<file path="src/e2c_pkg.sv">
// Shared types, constants and helpers for the epoch to calendar converter.
package e2c_pkg;

  localparam int unsigned EpochW = 32;
  localparam int unsigned DaysW  = 16;
  localparam int unsigned ProdW  = 2 * EpochW;

  // n / 60 == (n * Recip60) >> 37 and n / 24 == (n * Recip24) >> 36, any 32-bit n
  localparam logic [EpochW-1:0] Recip60   = 32'h8888_8889;
  localparam int unsigned       Recip60Sh = 37;
  localparam logic [EpochW-1:0] Recip24   = 32'hAAAA_AAAB;
  localparam int unsigned       Recip24Sh = 36;

  // n / 7 == (n * Recip7) >> 20 for any 17-bit n
  localparam int unsigned        Recip7W  = 18;
  localparam logic [Recip7W-1:0] Recip7   = 18'h24925;
  localparam int unsigned        Recip7Sh = 20;

  localparam logic [3:0] DaysPerWk  = 4'd7;
  localparam logic [2:0] WdayOrigin = 3'd4;   // 1970-01-01 was a Thursday

  localparam logic [8:0] LeapYearLen = 9'd366;
  localparam logic [8:0] YearLen     = 9'd365;

  // 1970 taken modulo 4, 100 and 400
  localparam logic [1:0] Y0Mod4   = 2'd2;
  localparam logic [6:0] Y0Mod100 = 7'd70;
  localparam logic [8:0] Y0Mod400 = 9'd370;
  localparam logic [6:0] Cent     = 7'd99;
  localparam logic [8:0] QuadCent = 9'd399;

  localparam logic [3:0] LastMonth = 4'd11;
  localparam logic [3:0] MonthEnd  = 4'd12;
  localparam logic [3:0] Feb       = 4'd1;

  typedef enum logic [1:0] {
    F_IDLE,
    F_MUL,
    F_SPLIT,
    F_HOLD
  } front_state_t;

  typedef enum logic [2:0] {
    B_IDLE,
    B_WDAY,
    B_YEAR,
    B_MONTH,
    B_OUT
  } back_state_t;

  typedef enum logic [1:0] {
    P_SEC,
    P_MIN,
    P_HOUR
  } div_pass_t;

  // Time of day and whole day count of one request.
  typedef struct packed {
    logic [5:0]       sec;
    logic [5:0]       min;
    logic [4:0]       hour;
    logic [DaysW-1:0] days;
  } split_t;

  function automatic logic [4:0] month_len(input logic [3:0] mon, input logic leap);
    logic [4:0] len;
    unique case (mon)
      4'd0, 4'd2, 4'd4, 4'd6, 4'd7, 4'd9, 4'd11: len = 5'd31;
      4'd3, 4'd5, 4'd8, 4'd10:                   len = 5'd30;
      Feb:                                       len = leap ? 5'd29 : 5'd28;
      default:                                   len = 5'd31;
    endcase
    return len;
  endfunction

endpackage

</file>
<file path="src/e2c_front.sv">
// Front end: takes a request and splits it into seconds, minutes, hours and days.
module e2c_front (
  input  logic                              clk,
  input  logic                              rst_n,
  input  logic                              push,
  output logic                              full,
  input  logic [e2c_pkg::EpochW-1:0]        in_epoch_seconds,
  output logic                              q_push,
  input  logic                              q_full,
  output e2c_pkg::split_t                   q_data
);
  import e2c_pkg::*;

  front_state_t      state_r, state_nxt;
  div_pass_t         pass_r, pass_nxt;
  logic [EpochW-1:0] quo_r, quo_nxt;
  logic [ProdW-1:0]  prod_r, prod_nxt;
  logic [5:0]        sec_r, sec_nxt;
  logic [5:0]        min_r, min_nxt;
  split_t            rec_r, rec_nxt;

  logic [EpochW-1:0] recip;
  logic [EpochW-1:0] quo;
  logic [5:0]        rem60;
  logic [4:0]        rem24;

  // remainder from low bits: x - 60q == x + 4q mod 64, x - 24q == x + 8q mod 32
  always_comb begin
    recip = (pass_r == P_HOUR) ? Recip24 : Recip60;
    quo   = (pass_r == P_HOUR) ? EpochW'(prod_r[ProdW-1:Recip24Sh])
                               : EpochW'(prod_r[ProdW-1:Recip60Sh]);
    rem60 = 6'(quo_r[5:0] + {quo[3:0], 2'b00});
    rem24 = 5'(quo_r[4:0] + {quo[1:0], 3'b000});
  end

  always_comb begin
    state_nxt = state_r;
    pass_nxt  = pass_r;
    quo_nxt   = quo_r;
    prod_nxt  = prod_r;
    sec_nxt   = sec_r;
    min_nxt   = min_r;
    rec_nxt   = rec_r;
    q_push    = 1'b0;
    full      = state_r != F_IDLE;
    unique case (state_r)
      F_IDLE: begin
        if (push) begin
          quo_nxt   = in_epoch_seconds;
          pass_nxt  = P_SEC;
          state_nxt = F_MUL;
        end
      end
      F_MUL: begin
        prod_nxt  = ProdW'(quo_r) * ProdW'(recip);
        state_nxt = F_SPLIT;
      end
      F_SPLIT: begin
        quo_nxt   = quo;
        state_nxt = F_MUL;
        unique case (pass_r)
          P_SEC: begin
            sec_nxt  = rem60;
            pass_nxt = P_MIN;
          end
          P_MIN: begin
            min_nxt  = rem60;
            pass_nxt = P_HOUR;
          end
          default: begin
            rec_nxt.sec  = sec_r;
            rec_nxt.min  = min_r;
            rec_nxt.hour = rem24;
            rec_nxt.days = quo[DaysW-1:0];
            state_nxt    = F_HOLD;
          end
        endcase
      end
      F_HOLD: begin
        if (!q_full) begin
          q_push    = 1'b1;
          state_nxt = F_IDLE;
        end
      end
      default: state_nxt = F_IDLE;
    endcase
  end

  assign q_data = rec_r;

  always_ff @(posedge clk) begin
    if (!rst_n) begin
      state_r <= F_IDLE;
      pass_r  <= P_SEC;
    end else begin
      state_r <= state_nxt;
      pass_r  <= pass_nxt;
    end
  end

  always_ff @(posedge clk) begin
    quo_r  <= quo_nxt;
    prod_r <= prod_nxt;
    sec_r  <= sec_nxt;
    min_r  <= min_nxt;
    rec_r  <= rec_nxt;
  end

  a_pass_range: assert property (@(posedge clk) disable iff (!rst_n)
    state_r == F_SPLIT |-> (pass_r == P_SEC || pass_r == P_MIN || pass_r == P_HOUR))
    else $error("divider pass out of range");

endmodule

</file>
<file path="src/e2c_fifo.sv">
// Short queue between the front end and the back end.
module e2c_fifo #(
  parameter int unsigned DEPTH = 2
) (
  input  logic            clk,
  input  logic            rst_n,
  input  logic            wr_en,
  input  e2c_pkg::split_t wr_data,
  output logic            q_full,
  input  logic            rd_en,
  output e2c_pkg::split_t rd_data,
  output logic            q_empty
);
  import e2c_pkg::*;

  localparam int unsigned AW = (DEPTH > 1) ? $clog2(DEPTH) : 1;
  localparam int unsigned CW = $clog2(DEPTH + 1);

  split_t        mem_r [DEPTH];
  logic [AW-1:0] wr_ptr_r, rd_ptr_r;
  logic [CW-1:0] cnt_r;
  logic          do_wr, do_rd;

  assign q_full  = cnt_r == CW'(DEPTH);
  assign q_empty = cnt_r == '0;
  assign do_wr   = wr_en && !q_full;
  assign do_rd   = rd_en && !q_empty;
  assign rd_data = mem_r[rd_ptr_r];

  always_ff @(posedge clk) begin
    if (!rst_n) begin
      wr_ptr_r <= '0;
      rd_ptr_r <= '0;
      cnt_r    <= '0;
    end else begin
      if (do_wr) begin
        wr_ptr_r <= (wr_ptr_r == AW'(DEPTH - 1)) ? '0 : AW'(wr_ptr_r + 1'b1);
      end
      if (do_rd) begin
        rd_ptr_r <= (rd_ptr_r == AW'(DEPTH - 1)) ? '0 : AW'(rd_ptr_r + 1'b1);
      end
      if (do_wr && !do_rd) begin
        cnt_r <= CW'(cnt_r + 1'b1);
      end else if (do_rd && !do_wr) begin
        cnt_r <= CW'(cnt_r - 1'b1);
      end
    end
  end

  always_ff @(posedge clk) begin
    if (do_wr) begin
      mem_r[wr_ptr_r] <= wr_data;
    end
  end

  a_cnt_bound: assert property (@(posedge clk) disable iff (!rst_n)
    cnt_r <= CW'(DEPTH))
    else $error("queue count beyond depth");

endmodule

</file>
<file path="src/e2c_back.sv">
// Back end: weekday, year and month search, and the result register.
module e2c_back (
  input  logic            clk,
  input  logic            rst_n,
  input  e2c_pkg::split_t rd_data,
  input  logic            q_empty,
  output logic            rd_en,
  output logic            empty,
  input  logic            pop,
  output logic [5:0]      out_sec_of_min,
  output logic [5:0]      out_min_of_hour,
  output logic [4:0]      out_hour_of_day,
  output logic [2:0]      out_week_day,
  output logic [7:0]      out_year_offset,
  output logic [3:0]      out_month_num,
  output logic [4:0]      out_day_of_month
);
  import e2c_pkg::*;

  localparam int unsigned WW     = DaysW + 1;
  localparam int unsigned WProdW = WW + Recip7W;

  back_state_t      state_r, state_nxt;
  split_t           rec_r, rec_nxt;
  logic [WW-1:0]    wsh_r, wsh_nxt;
  logic [2:0]       wrem_r, wrem_nxt;
  logic [DaysW-1:0] rem_r, rem_nxt;
  logic [7:0]       yoff_r, yoff_nxt;
  logic [1:0]       m4_r, m4_nxt;
  logic [6:0]       m100_r, m100_nxt;
  logic [8:0]       m400_r, m400_nxt;
  logic [3:0]       mon_r, mon_nxt;
  logic             out_valid_r, out_valid_nxt;

  logic [WProdW-1:0] wprod;
  logic              leap;
  logic [8:0]        ylen;
  logic [4:0]        mlen;
  logic              load_out;

  // x - 7q == x + q mod 8
  always_comb begin
    wprod = WProdW'(wsh_r) * WProdW'(Recip7);
    leap  = (m4_r == '0) && ((m100_r != '0) || (m400_r == '0));
    ylen  = leap ? LeapYearLen : YearLen;
    mlen  = month_len(mon_r, leap);
  end

  always_comb begin
    state_nxt     = state_r;
    rec_nxt       = rec_r;
    wsh_nxt       = wsh_r;
    wrem_nxt      = wrem_r;
    rem_nxt       = rem_r;
    yoff_nxt      = yoff_r;
    m4_nxt        = m4_r;
    m100_nxt      = m100_r;
    m400_nxt      = m400_r;
    mon_nxt       = mon_r;
    out_valid_nxt = out_valid_r && !pop;
    rd_en         = 1'b0;
    load_out      = 1'b0;
    unique case (state_r)
      B_IDLE: begin
        if (!q_empty) begin
          rd_en     = 1'b1;
          rec_nxt   = rd_data;
          wsh_nxt   = WW'({1'b0, rd_data.days} + WW'(WdayOrigin));
          rem_nxt   = rd_data.days;
          yoff_nxt  = '0;
          m4_nxt    = Y0Mod4;
          m100_nxt  = Y0Mod100;
          m400_nxt  = Y0Mod400;
          state_nxt = B_WDAY;
        end
      end
      B_WDAY: begin
        wrem_nxt  = 3'(wsh_r[2:0] + wprod[Recip7Sh+2:Recip7Sh]);
        state_nxt = B_YEAR;
      end
      B_YEAR: begin
        if (rem_r >= DaysW'(ylen)) begin
          rem_nxt  = DaysW'(rem_r - DaysW'(ylen));
          yoff_nxt = 8'(yoff_r + 8'd1);
          m4_nxt   = 2'(m4_r + 2'd1);
          m100_nxt = (m100_r == Cent) ? '0 : 7'(m100_r + 7'd1);
          m400_nxt = (m400_r == QuadCent) ? '0 : 9'(m400_r + 9'd1);
        end else begin
          mon_nxt   = '0;
          state_nxt = B_MONTH;
        end
      end
      B_MONTH: begin
        if (mon_r == MonthEnd || rem_r < DaysW'(mlen)) begin
          state_nxt = B_OUT;
        end else begin
          rem_nxt = DaysW'(rem_r - DaysW'(mlen));
          mon_nxt = 4'(mon_r + 4'd1);
        end
      end
      B_OUT: begin
        if (!out_valid_r || pop) begin
          load_out      = 1'b1;
          out_valid_nxt = 1'b1;
          state_nxt     = B_IDLE;
        end
      end
      default: state_nxt = B_IDLE;
    endcase
  end

  assign empty = !out_valid_r;

  always_ff @(posedge clk) begin
    if (!rst_n) begin
      state_r     <= B_IDLE;
      out_valid_r <= 1'b0;
    end else begin
      state_r     <= state_nxt;
      out_valid_r <= out_valid_nxt;
    end
  end

  always_ff @(posedge clk) begin
    rec_r  <= rec_nxt;
    wsh_r  <= wsh_nxt;
    wrem_r <= wrem_nxt;
    rem_r  <= rem_nxt;
    yoff_r <= yoff_nxt;
    m4_r   <= m4_nxt;
    m100_r <= m100_nxt;
    m400_r <= m400_nxt;
    mon_r  <= mon_nxt;
    if (load_out) begin
      out_sec_of_min   <= rec_r.sec;
      out_min_of_hour  <= rec_r.min;
      out_hour_of_day  <= rec_r.hour;
      out_week_day     <= 3'(wrem_r + 3'd1);
      out_year_offset  <= yoff_r;
      out_month_num    <= 4'(((mon_r > LastMonth) ? LastMonth : mon_r) + 4'd1);
      out_day_of_month <= 5'(rem_r[4:0] + 5'd1);
    end
  end

  a_year_bound: assert property (@(posedge clk) disable iff (!rst_n)
    state_r == B_YEAR |-> yoff_r <= 8'd136)
    else $error("year offset beyond range");

  a_wday_rem: assert property (@(posedge clk) disable iff (!rst_n)
    state_r == B_YEAR |-> wrem_r < 3'(DaysPerWk))
    else $error("weekday remainder not reduced");

  a_load_valid: assert property (@(posedge clk) disable iff (!rst_n)
    (state_r == B_OUT && (!out_valid_r || pop)) |=> (out_valid_r && state_r == B_IDLE))
    else $error("result not presented after load");

  a_month_bound: assert property (@(posedge clk) disable iff (!rst_n)
    state_r == B_MONTH |-> mon_r <= MonthEnd)
    else $error("month search ran past December");

endmodule

</file>
<file path="src/epoch_to_calendar.sv">
// Top level: epoch seconds to calendar date and time of day.
//
//  channel | handshake        | payload
//  --------+------------------+---------------------------------------------
//  input   | push / full      | in_epoch_seconds
//  result  | pop / empty      | out_sec_of_min .. out_day_of_month
//
// Front end: 3 reciprocal multiplications (by 60, 60, 24), each an F_MUL and an
// F_SPLIT state, between accepting a request and handing it over. Back end: take
// a request and find the weekday, step the years one by one, then the months one
// by one, then load the result. Each end handles one request at a time.
// Synchronous active-low reset empties the queue and the result register.
// A result held by a low pop stalls the back end; the front keeps working until the queue is full.
module epoch_to_calendar #(
  parameter int unsigned QUEUE_DEPTH = 2
) (
  input  logic                       clk,
  input  logic                       rst_n,
  input  logic                       push,
  output logic                       full,
  input  logic [e2c_pkg::EpochW-1:0] in_epoch_seconds,
  output logic                       empty,
  input  logic                       pop,
  output logic [5:0]                 out_sec_of_min,
  output logic [5:0]                 out_min_of_hour,
  output logic [4:0]                 out_hour_of_day,
  output logic [2:0]                 out_week_day,
  output logic [7:0]                 out_year_offset,
  output logic [3:0]                 out_month_num,
  output logic [4:0]                 out_day_of_month
);
  import e2c_pkg::*;

  logic   q_push, q_full, q_rd, q_empty;
  split_t q_wdata, q_rdata;

  e2c_front u_front (
    .clk              (clk),
    .rst_n            (rst_n),
    .push             (push),
    .full             (full),
    .in_epoch_seconds (in_epoch_seconds),
    .q_push           (q_push),
    .q_full           (q_full),
    .q_data           (q_wdata)
  );

  e2c_fifo #(
    .DEPTH (QUEUE_DEPTH)
  ) u_fifo (
    .clk     (clk),
    .rst_n   (rst_n),
    .wr_en   (q_push),
    .wr_data (q_wdata),
    .q_full  (q_full),
    .rd_en   (q_rd),
    .rd_data (q_rdata),
    .q_empty (q_empty)
  );

  e2c_back u_back (
    .clk              (clk),
    .rst_n            (rst_n),
    .rd_data          (q_rdata),
    .q_empty          (q_empty),
    .rd_en            (q_rd),
    .empty            (empty),
    .pop              (pop),
    .out_sec_of_min   (out_sec_of_min),
    .out_min_of_hour  (out_min_of_hour),
    .out_hour_of_day  (out_hour_of_day),
    .out_week_day     (out_week_day),
    .out_year_offset  (out_year_offset),
    .out_month_num    (out_month_num),
    .out_day_of_month (out_day_of_month)
  );

endmodule

</file>
<file path="config.mk">
export PLATFORM = sky130hd
export DESIGN_NAME = epoch_to_calendar
export DESIGN_NICKNAME = d
export VERILOG_FILES = /design/src/e2c_pkg.sv /design/src/e2c_front.sv /design/src/e2c_fifo.sv /design/src/e2c_back.sv /design/src/epoch_to_calendar.sv
export SDC_FILE = /design/constraint.sdc
export NUM_CORES = 2
export LEC_CHECK = 0
export ABC_AREA = 1
export BUFFER_PORTS_ARGS = -buffer_cell sky130_fd_sc_hd__buf_2
export CAP_MARGIN = 15
export CORE_UTILIZATION = 66
export DETAILED_ROUTE_END_ITERATION = 12
export MAX_ROUTING_LAYER = met4
export PLACE_DENSITY = 0.83
export SETUP_SLACK_MARGIN = 0.1
export SYNTH_ARGS = -nofsm -noshare
export SYNTH_HDL_FRONTEND = slang
export SYNTH_SLANG_ARGS = --single-unit
export TNS_END_PERCENT = 5
</file>
<file path="constraint.sdc">
create_clock -name clk -period 14.8 [get_ports clk]
set_input_delay 2.96 -clock clk [delete_from_list [all_inputs] [get_ports clk]]
set_output_delay 2.96 -clock clk [all_outputs]
set_load 0.005 [all_outputs]
</file>
==> results.md <==
- Initial core utilization: 67.3%
- Final net count: 4836
- Clk sinks: 304
- TritonRoute pass-1 iters: 6
- Critical path's slowest cell: fa_1
- Worst skew pair latency: 0.60 ns
- Outcome: complete, no violations
- Gr usage total: 39.4%
- Top-area cell type share of the netlist area: 25.1%
- Dominant cell by count in the synthesized netlist: inv_1
- Post-CTS resize count: 0
- Routed Antenna Nets: 0
- Drt drc: 0
- Crit-path max FO: 39
- First-pass GRT wire length: 152 mm
- Final setup TNS: 0 ns
- Hold Startpoint: u_back.rec_r[26]
- Antenna violations before repair: 0
- Die Span Y: 232 um
- Placeable core area: 51700 um2
- Port bufs: 74
- Clock Skews: 0.0207 ns
- DRT Wirelength: 98.6 mm
- Xor/xnor cell area share of the yosys netlist: 1.41%
- Vias in the first global route: 26900
- Synthesis-to-layout area growth: 6.70%
- Clock buffer depth: 3
- Cell variety after synth: 48
- Worst slew margin: 32.7%
- Post-Syn Nets: 4738
- Mapped Cells: 3810
- Buf/Inv on CP: 9
- Most used cell, CP: inv_1
- Post-synth EDFFs: 291
- Row cnt: 83
- Min-delay worst type: flip-flop to flip-flop
- Worst setup SP type: flip-flop
- Final hold vios: 0
- Synth Area in Simple Gates: 13.6%
- Synth async-reset ratio: 0%
- Worst-margin pin slew: 0.998 ns
- H-tree depth reported by CTS: 1
- CTS Root Cell: clkbuf_16
- Max Slew Vio Count: 0
- Grt ovf: 0
- Arr. time, crit path: 8.55 ns
- CP Capture Type: flip-flop
- Setup violations, final: 0
- Final worst-path cycle share: 55.3%
- Largest net degree at the start of global routing: 48
- Die ar.: 53700 um2
- CTS buffer count: 31
- Avg Cell Area, Syn: 9.14 um2
- Leading area contributor after synthesis: edfxtp_1
- DIE WIDTH: 232 um
- Starting DRT DRC Count: 2401
- Crit path max-delay family: adder cells
- # diodes: 0
- Synth Register Bits: 304
- CTS tree: built
- Post-CTS Repair Setup Buffers: 0
- Max-Cap Viols: 0
- Number of fill cells in the layout: 3839
- CP max stage delay: 0.56 ns
- I/O Pins: 75
- Via count: 25900
- Synth Area in Adders: 41.4%
- Synth Area in Compound Gates: 5.40%
- Wire per inst: 21.4 um
- Post-synthesis mux area share: 0.614%
- Clock period minus worst slack: 8.19 ns
- RD Place Congestion: 1.10
- List of most frequent post-synthesis cells: 1033 x inv_1, 582 x nand2_1, 457 x ha_1, 435 x fa_1, 305 x nor2_1
- WP data required: 15.15 ns
- DPL Wire Length: 84.3 mm
- Layout cell share with drive strength beyond 1: 6.00%
- Seq/Total Area, Yosys: 25.8%
- Main combinational cell family by area after synthesis: adder cells
- Top FF cell, synth: edfxtp_1
- CTS Hold Bufs: 0
- Synth Cell Area: 34800 um2
- RSZ-0062 raised after global routing: no
- Via/cell ratio: 5.62
- Reg2reg start: u_front.pass_r[1]
- Peak Freq: 0.122 GHz
- Critical path class: flip-flop to flip-flop
- Crit path from: u_front.pass_r[1]
- Number of synthesis warnings: 0
- Clk pin slew, worst setup/hold paths: 0.06 ns
- Synth area leaders: edfxtp_1 25%, fa_1 25%, ha_1 16%
==> worst reg2reg max path: cells and delay by family, from the launching register on <==
| kind | cells | cell delay, ns |
|---|---|---|
| flip-flops | 1 | 0.45 |
| adder cells (fa/ha/maj) | 8 | 3.89 |
| buffers and inverters | 9 | 1.23 |
| AND/OR/NAND/NOR | 8 | 1.47 |
| AO/OA/AOI/OAI | 4 | 0.91 |
==> per-stage QoR <==
stage / cells / setup WS [ns] / util (%) / hold WS, ns / cell area, um2
detailed placement: 4554 / 6.76 / 69.7 / 0.405 / 36100
finish: 4613 / 6.61 / 71.9 / 0.417 / 37200
CTS: 4612 / 6.74 / 71.8 / 0.418 / 37100
floorplan: 3810 / 8.21 / - / 0.400 / 34800
global placement: 4554 / 6.82 / 69.7 / 0.401 / 36100
global route: 4613 / 6.12 / 71.9 / 0.423 / 37200
==> cell type report <==
type                    instances  area, um2  share of cell area, %
multi-input cells            2428      21800                   58.6
flip-flops and latches        304       9000                   24.2
inverters                    1052       3950                   10.6
clock buffers                  39        857                   2.31
well taps                     680        851                   2.29
repair buffers                 91        518                   1.39
clock inverters                19        219                  0.589
==> registers in the layout, indices dropped and copies added, names as in the netlist, 7 cells and up, named ones only <==
name	cells
u_back.m100_r	7
u_back.m400_r	9
u_back.out_year_offset	8
u_back.rec_r	17
u_back.rem_r	16
u_back.wsh_r	17
u_back.yoff_r	8
u_fifo.mem_r	66
u_front.prod_r	28
u_front.q_data	33
u_front.quo_r	32
==> logic make-up after synthesis <==
group	after synthesis
compound gates	340
xor+xnor	56
fa+ha+maj	892
buf+inv	1078
flops	304
mux	19
simple gates	1121
==> path summary, 6_finish.rpt <==
check	cells past startpoint	slack (ns)	endpoint
min reg2reg	0	0.42	u_back.out_min_of_hour[5]
max	29	6.61	u_front.prod_r[58]
min	0	0.42	u_back.out_min_of_hour[5]
max reg2reg	29	6.61	u_front.prod_r[58]
==> layer usage <==
| layer | track usage [%] | vias to the layer above | part of all wire (%) |
|---|---|---|---|
| met2 | 62.3 | 1244 | 46 |
| met4 | 16.4 | 0 | 5.2 |
| li1 | - | 12000 | - |
| met5 | - | - | 0 |
| met1 | 51.4 | 12400 | 40 |
| met3 | 5.22 | 259 | 8.4 |
==> placed cells by master, fill, tap and decap left out, types with 4 or more instances in the layout <==
cell type / synthesis / final
xor2_1: 40 / 40
clkbuf_1: 12 / 4
a21oi_1: 123 / 122
nor2_2: 10 / 15
or2_1: 7 / 7
mux2_2: 19 / 19
ha_1: 457 / 457
o211ai_1: 12 / 12
nor2_4: 16 / 17
nand4_1: 21 / 21
xnor2_1: 16 / 16
a31oi_1: 15 / 15
nor2_1: 305 / 299
nor4_1: 8 / 8
inv_1: 1033 / 1033
nand2_1: 582 / 582
a21boi_0: 5 / 5
o21a_1: 4 / 4
a21o_1: 7 / 7
buf_4: 1 / 16
o21ai_0: 137 / 137
clkinv_1: 1 / 4
dfxtp_1: 13 / 13
buf_2: 9 / 74
o221ai_1: 5 / 5
clkbuf_16: 0 / 32
nand3_1: 101 / 101
inv_2: 18 / 18
nand2_2: 6 / 6
o21ai_1: 5 / 5
o21bai_1: 22 / 22
nor3_1: 40 / 40
edfxtp_1: 291 / 291
fa_1: 435 / 435
or2_2: 13 / 13
Power is left out: the tool's default activity adds up to more than one toggle a clock period on the data nets, which glitch-free logic cannot reach.
